--- src/rtl/go_back_n_sender_defines.svh ---
// ----------------------------------------------------------------------------
// go_back_n_sender_defines
// Assertion macros shared by the go-back-N sender modules.
// ----------------------------------------------------------------------------
`ifndef GO_BACK_N_SENDER_DEFINES_SVH
`define GO_BACK_N_SENDER_DEFINES_SVH

// Same-cycle implication, clocked on clk, off while rst is high
`define GBN_ASSERT(lbl, ante, cons, msg) \
  lbl: assert property (@(posedge clk) disable iff (rst) (ante) |-> (cons)) \
    else $error(msg);

// Next-cycle implication, clocked on clk, off while rst is high
`define GBN_ASSERT_NEXT(lbl, ante, cons, msg) \
  lbl: assert property (@(posedge clk) disable iff (rst) (ante) |=> (cons)) \
    else $error(msg);

`endif

--- src/rtl/gbn_pkg.sv ---
// ----------------------------------------------------------------------------
// gbn_pkg
// Shared widths, codes, register defaults and types of the go-back-N sender.
// ----------------------------------------------------------------------------
package gbn_pkg;

  localparam int SEQ_W      = 32;  // sequence numbers, timer, packet count
  localparam int CNT_W      = 7;   // window counts, 0..WINDOW_MAX
  localparam int KIND_W     = 2;
  localparam int CFG_IDX_W  = 2;
  localparam int WINDOW_MAX = 64;

  // Request kinds
  localparam logic [KIND_W-1:0] KIND_START = 2'd0;
  localparam logic [KIND_W-1:0] KIND_ACK   = 2'd1;
  localparam logic [KIND_W-1:0] KIND_TICK  = 2'd2;

  // Register indexes
  localparam logic [CFG_IDX_W-1:0] CFG_WIN_SIZE      = 2'd0;
  localparam logic [CFG_IDX_W-1:0] CFG_TIMEOUT_TICKS = 2'd1;
  localparam logic [CFG_IDX_W-1:0] CFG_TOTAL_PACKETS = 2'd2;

  // Register defaults
  localparam logic [CNT_W-1:0] WIN_SIZE_RST      = 7'd64;
  localparam logic [SEQ_W-1:0] TIMEOUT_TICKS_RST = 32'd1000;
  localparam logic [SEQ_W-1:0] TOTAL_PACKETS_RST = 32'd0;

  // Sequencer to output stage
  typedef struct packed {
    logic             push;    // new result into the hold register
    logic [SEQ_W-1:0] number;
    logic             resend;
    logic             done;
    logic             flush;   // request over: release the held result as last
  } emit_req_t;

  // Output stage to sequencer
  typedef struct packed {
    logic can_push;    // hold empty, or it can move on this cycle
    logic hold_valid;
  } emit_stat_t;

  // Window size with out-of-range values clamped to 1..WINDOW_MAX
  function automatic logic [CNT_W-1:0] eff_window(input logic [CNT_W-1:0] w);
    logic [CNT_W-1:0] r;
    if (w == '0) begin
      r = CNT_W'(1);
    end else if (w > CNT_W'(WINDOW_MAX)) begin
      r = CNT_W'(WINDOW_MAX);
    end else begin
      r = w;
    end
    return r;
  endfunction

endpackage

--- src/rtl/go_back_n_sender.sv ---
// ----------------------------------------------------------------------------
// go_back_n_sender
// Go-back-N sender window control: start, ack and tick requests in, sequence
// numbers to transmit out.
// ----------------------------------------------------------------------------
// Usage:
//   s_axis carries one request: tuser = kind (start, ack, tick), tdata = ack
//   number. m_axis carries one result per send: tdata = sequence number,
//   tuser = {all_done, is_resend}, tlast on the final result of a request.
//   Registers (window size, timeout ticks, packet count) are written through
//   cfg_we / cfg_index / cfg_data while no request is in progress.
// Timing:
//   All 32-bit arithmetic goes through one shared add / subtract unit, one
//   operation per cycle. A new send steps through total compare, emit and
//   increment, a resend through emit and increment. An ack passes accept,
//   offset and base before its first send, a tick accept, count and compare;
//   after sends a request ends with the closing compare, end-of-request check
//   and flush, after resends with the end-of-request check and flush.
//   Each result sits in a hold register until the next result is formed or the
//   request ends, and then moves on to the output register, or later while the
//   receiver stalls.
// Reset: rst clears the window state, registers take their defaults.
// Stall: while m_axis is not taken, the sequencer waits at its next result;
//   s_axis_tready stays low until the request's last result has moved to the
//   output register.
// ----------------------------------------------------------------------------
`include "go_back_n_sender_defines.svh"

module go_back_n_sender (
  input  logic                          clk,
  input  logic                          rst,
  // Requests
  input  logic                          s_axis_tvalid,
  output logic                          s_axis_tready,
  input  logic [gbn_pkg::SEQ_W-1:0]     s_axis_tdata,   // [31:0] ack_number
  input  logic [gbn_pkg::KIND_W-1:0]    s_axis_tuser,   // [1:0] kind
  // Sends
  output logic                          m_axis_tvalid,
  input  logic                          m_axis_tready,
  output logic [gbn_pkg::SEQ_W-1:0]     m_axis_tdata,   // [31:0] send_number
  output logic [1:0]                    m_axis_tuser,   // [0] is_resend, [1] all_done
  output logic                          m_axis_tlast,
  // Configuration
  input  logic                          cfg_we,
  input  logic [gbn_pkg::CFG_IDX_W-1:0] cfg_index,
  input  logic [gbn_pkg::SEQ_W-1:0]     cfg_data
);

  gbn_pkg::emit_req_t  req;
  gbn_pkg::emit_stat_t stat;
  logic                m_resend;
  logic                m_done;

  gbn_seq u_seq (
    .clk       (clk),
    .rst       (rst),
    .in_valid  (s_axis_tvalid),
    .in_ready  (s_axis_tready),
    .in_kind   (s_axis_tuser),
    .in_ack    (s_axis_tdata),
    .cfg_we    (cfg_we),
    .cfg_index (cfg_index),
    .cfg_data  (cfg_data),
    .req       (req),
    .stat      (stat)
  );

  gbn_out u_out (
    .clk      (clk),
    .rst      (rst),
    .req      (req),
    .stat     (stat),
    .m_valid  (m_axis_tvalid),
    .m_ready  (m_axis_tready),
    .m_number (m_axis_tdata),
    .m_resend (m_resend),
    .m_done   (m_done),
    .m_last   (m_axis_tlast)
  );

  assign m_axis_tuser = {m_done, m_resend};

  `GBN_ASSERT(a_idle_hold_empty, s_axis_tready, !stat.hold_valid, "ready with a result still held")
  `GBN_ASSERT_NEXT(a_accept_drops_ready, s_axis_tvalid && s_axis_tready && (s_axis_tuser == gbn_pkg::KIND_START), !s_axis_tready, "start did not begin a sequence")

endmodule

--- src/rtl/gbn_unit.sv ---
// ----------------------------------------------------------------------------
// gbn_unit
// Shared 32-bit add / subtract unit; borrow flags a < b on a subtract.
// ----------------------------------------------------------------------------
module gbn_unit (
  input  logic [gbn_pkg::SEQ_W-1:0] a,
  input  logic [gbn_pkg::SEQ_W-1:0] b,
  input  logic                      sub,
  output logic [gbn_pkg::SEQ_W-1:0] sum,
  output logic                      borrow
);

  logic [gbn_pkg::SEQ_W:0]   full;
  logic [gbn_pkg::SEQ_W-1:0] b_op;

  // a + b, or a + ~b + 1 for a - b
  assign b_op   = sub ? ~b : b;
  assign full   = {1'b0, a} + {1'b0, b_op} + {{gbn_pkg::SEQ_W{1'b0}}, sub};
  assign sum    = full[gbn_pkg::SEQ_W-1:0];
  assign borrow = sub & ~full[gbn_pkg::SEQ_W];

endmodule

--- src/rtl/gbn_seq.sv ---
// ----------------------------------------------------------------------------
// gbn_seq
// Window state, configuration registers and the sequencer around the shared
// add / subtract unit.
// ----------------------------------------------------------------------------
`include "go_back_n_sender_defines.svh"

module gbn_seq (
  input  logic                          clk,
  input  logic                          rst,
  input  logic                          in_valid,
  output logic                          in_ready,
  input  logic [gbn_pkg::KIND_W-1:0]    in_kind,
  input  logic [gbn_pkg::SEQ_W-1:0]     in_ack,
  input  logic                          cfg_we,
  input  logic [gbn_pkg::CFG_IDX_W-1:0] cfg_index,
  input  logic [gbn_pkg::SEQ_W-1:0]     cfg_data,
  output gbn_pkg::emit_req_t            req,
  input  gbn_pkg::emit_stat_t           stat
);

  localparam logic [3:0] S_IDLE      = 4'd0;
  localparam logic [3:0] S_ACK_SUB   = 4'd1;
  localparam logic [3:0] S_ACK_BASE  = 4'd2;
  localparam logic [3:0] S_FILL_CHK  = 4'd3;
  localparam logic [3:0] S_FILL_EMIT = 4'd4;
  localparam logic [3:0] S_FILL_INC  = 4'd5;
  localparam logic [3:0] S_DONE_CHK  = 4'd6;
  localparam logic [3:0] S_DONE_EMIT = 4'd7;
  localparam logic [3:0] S_TICK_INC  = 4'd8;
  localparam logic [3:0] S_TICK_CMP  = 4'd9;
  localparam logic [3:0] S_RESEND    = 4'd10;
  localparam logic [3:0] S_RES_INC   = 4'd11;
  localparam logic [3:0] S_FLUSH     = 4'd12;

  localparam int SW = gbn_pkg::SEQ_W;
  localparam int CW = gbn_pkg::CNT_W;

  logic [3:0]    state;
  logic [SW-1:0] window_base;
  logic [SW-1:0] next_number;
  logic [SW-1:0] timer_count;
  logic          running;
  logic [CW-1:0] outs;       // next_number - window_base, never above WINDOW_MAX
  logic [CW-1:0] sent;       // new sends of the current request
  logic [CW-1:0] res_idx;
  logic [SW-1:0] res_number;
  logic [SW-1:0] ack_reg;

  logic [CW-1:0] cfg_win_size;
  logic [SW-1:0] cfg_timeout_ticks;
  logic [SW-1:0] cfg_total_packets;

  logic [SW-1:0] u_a;
  logic [SW-1:0] u_b;
  logic          u_sub;
  logic [SW-1:0] u_sum;
  logic          u_borrow;

  logic [CW-1:0] win_eff;
  logic [SW-1:0] limit;
  logic          ack_in_win;
  logic          fill_ok;
  logic          res_more;

  gbn_unit u_unit (
    .a      (u_a),
    .b      (u_b),
    .sub    (u_sub),
    .sum    (u_sum),
    .borrow (u_borrow)
  );

  assign in_ready = (state == S_IDLE);
  assign win_eff  = gbn_pkg::eff_window(cfg_win_size);
  assign limit    = (cfg_timeout_ticks == '0) ? SW'(1) : cfg_timeout_ticks;

  // Ack offset from base lies inside the outstanding range
  assign ack_in_win = (u_sum[SW-1:CW] == '0) && (u_sum[CW-1:0] < outs);
  // next_number < total, window not full, result budget left
  assign fill_ok    = u_borrow && (outs < win_eff) && !sent[CW-1];
  assign res_more   = (res_idx < outs);

  // Operand select for the shared unit
  always_comb begin
    u_a   = '0;
    u_b   = '0;
    u_sub = 1'b0;
    case (state)
      S_ACK_SUB: begin
        u_a   = ack_reg;
        u_b   = window_base;
        u_sub = 1'b1;
      end
      S_ACK_BASE: begin
        u_a = ack_reg;
        u_b = SW'(1);
      end
      S_FILL_CHK: begin
        u_a   = next_number;
        u_b   = cfg_total_packets;
        u_sub = 1'b1;
      end
      S_FILL_INC: begin
        u_a = next_number;
        u_b = SW'(1);
      end
      S_DONE_CHK: begin
        u_a   = window_base;
        u_b   = cfg_total_packets;
        u_sub = 1'b1;
      end
      S_TICK_INC: begin
        u_a = timer_count;
        u_b = SW'(1);
      end
      S_TICK_CMP: begin
        u_a   = timer_count;
        u_b   = limit;
        u_sub = 1'b1;
      end
      S_RES_INC: begin
        u_a = res_number;
        u_b = SW'(1);
      end
      default: begin
        u_a   = '0;
        u_b   = '0;
        u_sub = 1'b0;
      end
    endcase
  end

  // Results toward the output stage
  always_comb begin
    req.push   = 1'b0;
    req.number = next_number;
    req.resend = 1'b0;
    req.done   = 1'b0;
    req.flush  = (state == S_FLUSH);
    case (state)
      S_FILL_EMIT: begin
        req.push = stat.can_push;
      end
      S_RESEND: begin
        req.push   = res_more && stat.can_push;
        req.number = res_number;
        req.resend = 1'b1;
      end
      S_DONE_EMIT: begin
        req.push   = stat.can_push;
        req.number = window_base;
        req.done   = 1'b1;
      end
      default: begin
        req.push = 1'b0;
      end
    endcase
  end

  // Configuration registers
  always_ff @(posedge clk) begin
    if (rst) begin
      cfg_win_size      <= gbn_pkg::WIN_SIZE_RST;
      cfg_timeout_ticks <= gbn_pkg::TIMEOUT_TICKS_RST;
      cfg_total_packets <= gbn_pkg::TOTAL_PACKETS_RST;
    end else if (cfg_we) begin
      case (cfg_index)
        gbn_pkg::CFG_WIN_SIZE:      cfg_win_size      <= cfg_data[CW-1:0];
        gbn_pkg::CFG_TIMEOUT_TICKS: cfg_timeout_ticks <= cfg_data;
        gbn_pkg::CFG_TOTAL_PACKETS: cfg_total_packets <= cfg_data;
        default: ;
      endcase
    end
  end

  // Ack number capture
  always_ff @(posedge clk) begin
    if (in_valid && in_ready) begin
      ack_reg <= in_ack;
    end
  end

  // Sequencer and window state
  always_ff @(posedge clk) begin
    if (rst) begin
      state       <= S_IDLE;
      window_base <= '0;
      next_number <= '0;
      timer_count <= '0;
      running     <= 1'b0;
      outs        <= '0;
      sent        <= '0;
      res_idx     <= '0;
      res_number  <= '0;
    end else begin
      case (state)
        S_IDLE: begin
          if (in_valid) begin
            sent <= '0;
            case (in_kind)
              gbn_pkg::KIND_START: begin
                window_base <= '0;
                next_number <= '0;
                timer_count <= '0;
                outs        <= '0;
                running     <= 1'b1;
                state       <= S_FILL_CHK;
              end
              gbn_pkg::KIND_ACK: begin
                if (running) begin
                  state <= S_ACK_SUB;
                end
              end
              gbn_pkg::KIND_TICK: begin
                if (!running || outs == '0) begin
                  timer_count <= '0;
                end else begin
                  state <= S_TICK_INC;
                end
              end
              default: ;
            endcase
          end
        end
        S_ACK_SUB: begin
          if (ack_in_win) begin
            outs        <= outs - u_sum[CW-1:0] - CW'(1);
            timer_count <= '0;
            state       <= S_ACK_BASE;
          end else begin
            state <= S_IDLE;
          end
        end
        S_ACK_BASE: begin
          window_base <= u_sum;
          state       <= S_FILL_CHK;
        end
        S_FILL_CHK: begin
          state <= fill_ok ? S_FILL_EMIT : S_DONE_CHK;
        end
        S_FILL_EMIT: begin
          if (stat.can_push) begin
            sent  <= sent + CW'(1);
            outs  <= outs + CW'(1);
            state <= S_FILL_INC;
          end
        end
        S_FILL_INC: begin
          next_number <= u_sum;
          state       <= S_FILL_CHK;
        end
        S_DONE_CHK: begin
          // base >= total while running: completion notice
          if (running && !u_borrow && !sent[CW-1]) begin
            state <= S_DONE_EMIT;
          end else begin
            state <= S_FLUSH;
          end
        end
        S_DONE_EMIT: begin
          if (stat.can_push) begin
            running     <= 1'b0;
            timer_count <= '0;
            state       <= S_FLUSH;
          end
        end
        S_TICK_INC: begin
          timer_count <= u_sum;
          state       <= S_TICK_CMP;
        end
        S_TICK_CMP: begin
          if (u_borrow) begin
            state <= S_IDLE;
          end else begin
            timer_count <= '0;
            res_number  <= window_base;
            res_idx     <= '0;
            state       <= S_RESEND;
          end
        end
        S_RESEND: begin
          if (!res_more) begin
            state <= S_FLUSH;
          end else if (stat.can_push) begin
            res_idx <= res_idx + CW'(1);
            state   <= S_RES_INC;
          end
        end
        S_RES_INC: begin
          res_number <= u_sum;
          state      <= S_RESEND;
        end
        S_FLUSH: begin
          if (stat.can_push) begin
            state <= S_IDLE;
          end
        end
        default: begin
          state <= S_IDLE;
        end
      endcase
    end
  end

  `GBN_ASSERT(a_outs_range, 1'b1, outs <= CW'(gbn_pkg::WINDOW_MAX), "outstanding count above window max")
  `GBN_ASSERT(a_resend_nonempty, state == S_RESEND, outs != '0, "resend with nothing outstanding")
  `GBN_ASSERT(a_push_allowed, req.push, stat.can_push, "result pushed while hold is blocked")
  `GBN_ASSERT_NEXT(a_done_clears, req.push && req.done, !running, "completion notice left transfer running")

endmodule

--- src/rtl/gbn_out.sv ---
// ----------------------------------------------------------------------------
// gbn_out
// Hold register plus output register: a result waits in hold until the next
// result or the end of the request tells whether it is the last one.
// ----------------------------------------------------------------------------
`include "go_back_n_sender_defines.svh"

module gbn_out (
  input  logic                      clk,
  input  logic                      rst,
  input  gbn_pkg::emit_req_t        req,
  output gbn_pkg::emit_stat_t       stat,
  output logic                      m_valid,
  input  logic                      m_ready,
  output logic [gbn_pkg::SEQ_W-1:0] m_number,
  output logic                      m_resend,
  output logic                      m_done,
  output logic                      m_last
);

  logic                      hold_v;
  logic [gbn_pkg::SEQ_W-1:0] hold_number;
  logic                      hold_resend;
  logic                      hold_done;
  logic                      out_free;
  logic                      move;
  logic                      move_last;

  assign out_free        = !m_valid || m_ready;
  assign stat.can_push   = !hold_v || out_free;
  assign stat.hold_valid = hold_v;

  // Hold moves to the output on a new push, or as last on flush
  assign move      = hold_v && out_free && (req.push || req.flush);
  assign move_last = !req.push;

  // Control
  always_ff @(posedge clk) begin
    if (rst) begin
      hold_v  <= 1'b0;
      m_valid <= 1'b0;
    end else begin
      if (move) begin
        m_valid <= 1'b1;
      end else if (m_ready) begin
        m_valid <= 1'b0;
      end
      if (req.push) begin
        hold_v <= 1'b1;
      end else if (move) begin
        hold_v <= 1'b0;
      end
    end
  end

  // Payload
  always_ff @(posedge clk) begin
    if (move) begin
      m_number <= hold_number;
      m_resend <= hold_resend;
      m_done   <= hold_done;
      m_last   <= move_last;
    end
    if (req.push) begin
      hold_number <= req.number;
      hold_resend <= req.resend;
      hold_done   <= req.done;
    end
  end

  `GBN_ASSERT_NEXT(a_push_moves_hold, req.push && hold_v, m_valid && !m_last, "held result not moved out")
  `GBN_ASSERT_NEXT(a_flush_last, req.flush && hold_v && out_free, m_valid && m_last && !hold_v, "flush did not release last result")
  `GBN_ASSERT(a_no_push_on_flush, req.flush, !req.push, "push during flush")

endmodule
--- config.mk ---
export PLATFORM = sky130hd
export DESIGN_NAME = go_back_n_sender
export DESIGN_NICKNAME = d
export VERILOG_FILES = /design/src/rtl/gbn_pkg.sv /design/src/rtl/go_back_n_sender.sv /design/src/rtl/gbn_unit.sv /design/src/rtl/gbn_seq.sv /design/src/rtl/gbn_out.sv
export VERILOG_INCLUDE_DIRS = /design/src /design/src/rtl
export SDC_FILE = /design/constraint.sdc
export NUM_CORES = 1
export LEC_CHECK = 0
export BUFFER_PORTS_ARGS = -buffer_cell sky130_fd_sc_hd__buf_2
export CORE_MARGIN = 2
export CORE_UTILIZATION = 50
export CTS_CLUSTER_SIZE = 25
export DETAILED_ROUTE_END_ITERATION = 10
export PLACE_DENSITY = 0.68
export SLEW_MARGIN = 20
export SYNTH_ARGS = -nofsm -noshare
export SYNTH_HDL_FRONTEND = slang
export SYNTH_SLANG_ARGS = --single-unit
--- constraint.sdc ---
create_clock -name clk -period 6.8 [get_ports clk]
set_clock_uncertainty 0.05 [all_clocks]
set_input_delay 0.34 -clock clk [delete_from_list [all_inputs] [get_ports clk]]
set_output_delay 0.34 -clock clk [all_outputs]
set_load 0.005 [all_outputs]
# Word-level counts from Yosys, hierarchy flattened
# Index checks and enable logic that the tools add are counted.
[totals]
reg_bits = 328
inputBits = 73
output_inout_bits = 37
elab_cells = 181
[classes]
add_sub_neg = 7
magnitude_cmp = 4
n_eq_ne = 31
muxes = 58
bitwise = 3
n_reduce_logical = 56
[ops]
columns = ["operator", "n"]
rows = [
  ["$mux 32", 10],
  ["$pmux 32 s2", 5],
  ["$pmux 32 s5", 2],
  ["$pmux 32 s4", 1],
  ["$mux 7", 11],
  ["$pmux 4 s12", 1],
  ["$mux 4", 10],
  ["$add 32x32->33", 1],
  ["$add 33x1->33", 1],
  ["$logic_not 32->1", 1],
  ["$not 32->32", 1],
  ["$pmux 7 s2", 2],
  ["$logic_not 25->1", 1],
  ["$add 7x1->7 const B", 3],
  ["$lt 7x7->1", 3],
  ["$pmux 7 s3", 1],
  ["$eq 4x4->1 const B", 5],
  ["$eq 4x3->1 const B", 4],
  ["$reduce_bool 2->1", 8],
  ["$logic_not 7->1", 2],
  ["$ne 3x3->1 const B", 4],
  ["$pmux 4 s3", 1],
  ["$reduce_or 2->1", 6],
  ["$mux 1", 10],
  ["other kinds (29)", 65],
]

# Logic depth before layout (Yosys ltp)
[logic_depth]
ltp_word = 14
depth_mapped = 25
mapped_depth_nobuf = 21

# By module
# Synthesis repeated with hierarchy kept, for this count alone.
[hier_totals]
hier_cells = 1849
hier_area_um2 = 16789.9
[modules_own_cells]
columns = ["mod", "n_inst", "cells_each", "area_each_um2", "seq_area_each_um2"]
rows = [
  ["gbn_seq", 1, 1491, 12498.2, 5465.2],
  ["gbn_out", 1, 81, 2182.1, 2112.0],
  ["gbn_unit", 1, 275, 2094.5, 0.0],
  ["go_back_n_sender", 1, 2, 15.0, 0.0],
]

# Least setup slack after synthesis
# No wires, ideal clock.
[synth_timing]
path_kind = "register to register"
from = "register u_seq.state[1]"
to = "register u_seq.timer_count[10]"
setup_time_ps = 117
arrival_time_ps = 5256
t_required_ps = 6633
setup_slack_ps = 1377
path_stages_with_launch = 23
path_buffers = 4
period_less_slack_ps = 5423
cell_sequence = "dfxtp_1 -> buf_6 -> clkbuf_1 -> nor3_1 -> clkbuf_1 -> a222oi_1 -> nor2b_1 -> ha_1 -> a21oi_1 -> o21ba_2 -> o21ai_0 -> xor2_1 -> ha_1 -> o21ai_0 -> a21oi_1 -> a2111oi_0 -> and4b_1 -> nand4b_1 -> and4bb_4 -> nor4b_4 -> o22ai_2 -> buf_6 -> a22o_1"
[synth_via]
elab_chain_cells = 11
elab_cells_between_ends = 37
cone_classes = "add/sub: 2; order compare: 1; eq/ne: 15; mux: 5; bitwise: 3; reduce/logical: 11"
[synth_rtl]
columns = ["element", "line_no", "source"]
rows = [
  ["start: declaration", "gbn_seq.sv:39", "logic [3:0] state;"],
  ["start signal: assignment", "gbn_seq.sv:240", "state <= fill_ok ? S_FILL_EMIT : S_DONE_CHK;"],
  ["$eq 4x2->1, or another cell as far along", "gbn_seq.sv:89", "case (state)"],
  ["$reduce_or 4->1 (no source line) or $reduce_or 2->1 (tied branches)", "n/a", ""],
  ["$pmux 32 s4", "gbn_seq.sv:89", ""],
  ["$not 32->32", "gbn_unit.sv:17", "assign b_op = sub ? ~b : b;"],
  ["$mux 32", "gbn_unit.sv:17", ""],
  ["$add 32x32->33", "gbn_unit.sv:18", "assign full = {1'b0, a} + {1'b0, b_op} + {{gbn_pkg::SEQ_W{1'b0}}, sub};"],
  ["$add 33x1->33", "gbn_unit.sv:18", ""],
  ["$lt 7x7->1, or another cell as far along", "gbn_seq.sv:79", "assign ack_in_win = (u_sum[SW-1:CW] == '0) && (u_sum[CW-1:0] < outs);"],
  ["$logic_and 1x1->1 or $and 1x1->1 (tied branches)", "gbn_seq.sv:79, gbn_unit.sv:20", ""],
  ["$ne 2x1->1 (no source line) or $ne 2x2->1 (tied branches)", "n/a", ""],
  ["$reduce_and 7->1 (no source line)", "n/a", ""],
  ["end signal: assignment", "gbn_seq.sv:269", "timer_count <= u_sum;"],
  ["end: declaration", "gbn_seq.sv:42", "logic [SW-1:0] timer_count;"],
]
# Parallel ways exist; a longest one is shown, timed or not.
# A chain may end at the register's enable or synchronous reset.

# Worst setup path after layout
[layout_timing]
from = "register u_seq.state[2]"
to = "register u_seq.timer_count[13]"
# The elaborated chain is that of the path after synthesis.

==> results.tsv <==
stage	metric	value	unit
worst_setup_path	crit_chain	nand2b_1, a21oi_2, a22oi_1, nand3_1, ha_1, a21oi_1, nand2_1, xor2_1, ha_1, o21a_1, o21ai_0, a21oi_1, a2111oi_0, buf_4, and4b_1, nand4b_1, and4bb_4, nor4b_4, o22ai_2, buf_12, a22o_1	
synthesis	synth-edff-count	101	
die	core_area	32700	sq um
die	ioPinCount	110	
grt	grt_start_max_net_pins	103	
grt	grt_usage	29.8	%
synthesis	ys.flop_type	dfxtp_1	
synthesis	synth.avg_cell_area	9.10	sq um
worst_setup_path	crit_required	7.16	ns
synthesis	yosysMostFrequentCell	nand2_1	
die	start_util	51.1	%
synthesis	syn-num-nets	1973	
worst_setup_path	end_kind	register	
final_layout	design_area	19300	sq um
timing	setup_slack	0.443	ns
clock_tree	clk_latency	0.52	ns
power	p_leak	7.24	nW
power	peakVddDrop	0.172	mV
final_layout	syn_to_final_growth	15.3	%
synthesis	async_flop_share	0	%
clock_tree	cts_buffers	36	
die	die_h	187	um
final_layout	diodes	0	
synthesis	yosysWarnings	0	
worst_setup_path	cp_slowest_cell	dfxtp_1	
drt	dr.pass1.iters	6	
drt	vias_per_cell	6.25	
worst_setup_path	cp-start-kind	register	
clock_tree	clkSinkCount	328	
drt	ant_nets	0	
grt	antenna_found_initial	1	
clock_tree	cts_tree	yes	
grt	grt_pass1_wl	81900	um
die	dieArea	34900	sq um
timing	setup_tns	0	ns
synthesis	ys_seq_area_share	45.4	%
timing	slew_viol_final	0	
clock_tree	htreeDepth	2	
timing	finalCritPeriodShare	93.5	%
place	portBuffers	109	
outcome	status	finished, final reports clean	
place	place_congestion	0.993	
drt	wl_per_cell	22.3	um
worst_setup_path	cp_data_arrival_time	6.72	ns
synthesis	synthTopCellsByArea	dfxtp_1 27%, edfxtp_1 18%, a22oi_1 8.6%	
synthesis	synth_top_area_share	27.2	%
worst_setup_path	cp_max_fo	32	
synthesis	ys_ff_latch	328	
clock_tree	clk_path_buf_depth	3	
die	die_x	187	um
place	dp_hpwl	38000	um
timing	timing.slew.headroom	24.7	%
grt	grt.overflow.total	0	
power	cellPowerDensity	282	nW/um^2
die	row_count	66	
place	place_ws	0.362	ns
drt	route.detailed.drc	0	
worst_setup_path	cp_slowest_stage_delay	0.77	ns
clock_tree	clockRootBuffer	clkbuf_16	
timing	hold_viol	0	
synthesis	synth_cell_types	96	
flow_run	max-cap-violations	0	
timing	rsz0062_at_grt	false	
synthesis	yosys.area.top_type	dfxtp_1	
timing	setup-violations-final	0	
drt	drt_iter0_markers	1780	
final_layout	n_fill_cell	2930	
drt	wl	53700	um
clock_tree	path_clk_slew	0.07	ns
timing	period_needed	6.36	ns
synthesis	synthCells	1836	
final_layout	layout-drive-gt1-share	13.8	%
final_layout	final_net_count	2085	
timing	tightest_slew	1.13	ns
min_path	hp-class	input port to register	
synthesis	syn-cell-area	16700	sq um
timing	fmax	157	MHz
worst_setup_path	crit_type	register to register	
drt	vias	15100	
synthesis	yosys-top-cells-count	318 x nand2_1, 227 x dfxtp_1, 191 x a22oi_1	
place	placed_area	17800	sq um
grt	grt_pass1_vias	13800	
cell families after synthesis:
kind of cell    after synthesis  synth area share [%]
xor+xnor                     40                  2.14
simple gates                663                  18.2
buf+inv                     166                  4.14
compound gates              561                  24.4
mux                          14                 0.846
fa+ha+maj                    64                  4.88
flops                       328                  45.4
worst max-delay path, delay by kind of cell (launching register included):
kind	cells	cell delay (ns)
AO/OA/AOI/OAI	9	2.17
XOR/XNOR	1	0.23
adder cells (fa/ha/maj)	2	0.77
buffers and inverters	2	0.42
flip-flops	1	0.77
AND/OR/NAND/NOR	7	1.81
metrics by stage:
| stage | instances | power (mW) | utilization, % | hold slack, ns |
|---|---|---|---|---|
| 6_report | 2415 | 5.42 | 58.9 | 0.0101 |
| 5_1_grt | 2415 | 5.63 | 58.9 | 0.00981 |
| 4_1_cts | 2411 | 5.40 | 58.7 | 0.00102 |
| 3_5_place_dp | 2315 | 3.54 | 54.3 | 0.355 |
| 3_3_place_gp | 2315 | 3.54 | 54.3 | 0.351 |
| 2_1_floorplan | 1836 | 3.03 | - | 0.350 |
path summary, 6_finish.rpt:
kind	startpoint	slack, ns	cells after the start	to
setup reg to reg	u_seq.state[2]	0.44	21	u_seq.timer_count[13]
hold / removal	cfg_data[25]	0.01	3	u_seq.cfg_timeout_ticks[25]
hold reg to reg	u_out.hold_done	0.37	0	u_out.m_done
setup / recovery	u_seq.state[2]	0.44	21	u_seq.timer_count[13]
layout make-up:
| class | instances | area, sq um | area share, % |
|---|---|---|---|
| Clock inverter | 13 | 109 | 0.565 |
| Inverter | 38 | 143 | 0.741 |
| Clock buffer | 50 | 995 | 5.17 |
| Tap cell | 442 | 553 | 2.87 |
| Sequential cell | 328 | 7580 | 39.4 |
| Timing Repair Buffer | 202 | 1350 | 7.03 |
| Multi-Input combinational cell | 1342 | 8520 | 44.3 |
cells in the final DEF, fill, tap and decap left out, types with 7 or more instances in the layout:
| cell type | instances |
|---|---|
| dlygate4sd3_1 | 33 |
| xor2_1 | 20 |
| nand2_1 | 318 |
| o211ai_1 | 7 |
| a21o_1 | 25 |
| o21ai_0 | 30 |
| a21oi_1 | 138 |
| and2_1 | 9 |
| a22oi_1 | 191 |
| a222oi_1 | 31 |
| o21ai_1 | 7 |
| mux2i_1 | 13 |
| o21bai_1 | 8 |
| nand4_1 | 15 |
| nor2_1 | 121 |
| nand2b_1 | 14 |
| and3_1 | 7 |
| dfxtp_1 | 225 |
| nor3_1 | 20 |
| nor2b_1 | 35 |
| xnor2_1 | 19 |
| nand3_1 | 52 |
| ha_1 | 62 |
| nor2_4 | 8 |
| nor4_1 | 13 |
| a22o_1 | 33 |
| nand3b_1 | 7 |
| buf_4 | 59 |
| a31oi_1 | 12 |
| buf_2 | 108 |
| clkbuf_1 | 11 |
| inv_1 | 38 |
| edfxtp_1 | 101 |
| clkbuf_16 | 37 |
| a211oi_1 | 15 |
where the power goes:
part | switching (mW) | internal (mW)
Clock | 0.794 | 1.06
Sequential | 0.0675 | 2.08
Combinational | 0.931 | 0.485
Total | 1.79 | 3.63
per-layer routing:
layer | share of wire (%) | vias up | global-route usage (%) | routed length [um]
li1 | - | 6988 | - | -
met1 | 46 | 7226 | 45.1 | 24600
met2 | 41 | 783 | 43.1 | 22300
met3 | 11 | 85 | 6.51 | 5650
met4 | 2.3 | 0 | 7.26 | 1250
met5 | 0 | - | 0 | 0
what timing repair did:
action                                 4_1_cts  5_1_grt
endpoints found under the hold margin       33        0
gates resized for setup                      0        3
setup endpoints to repair                    0       32
hold buffers                                33        0
buffers inserted                             0        3
Note: power is estimated with default switching activity, not from simulation.
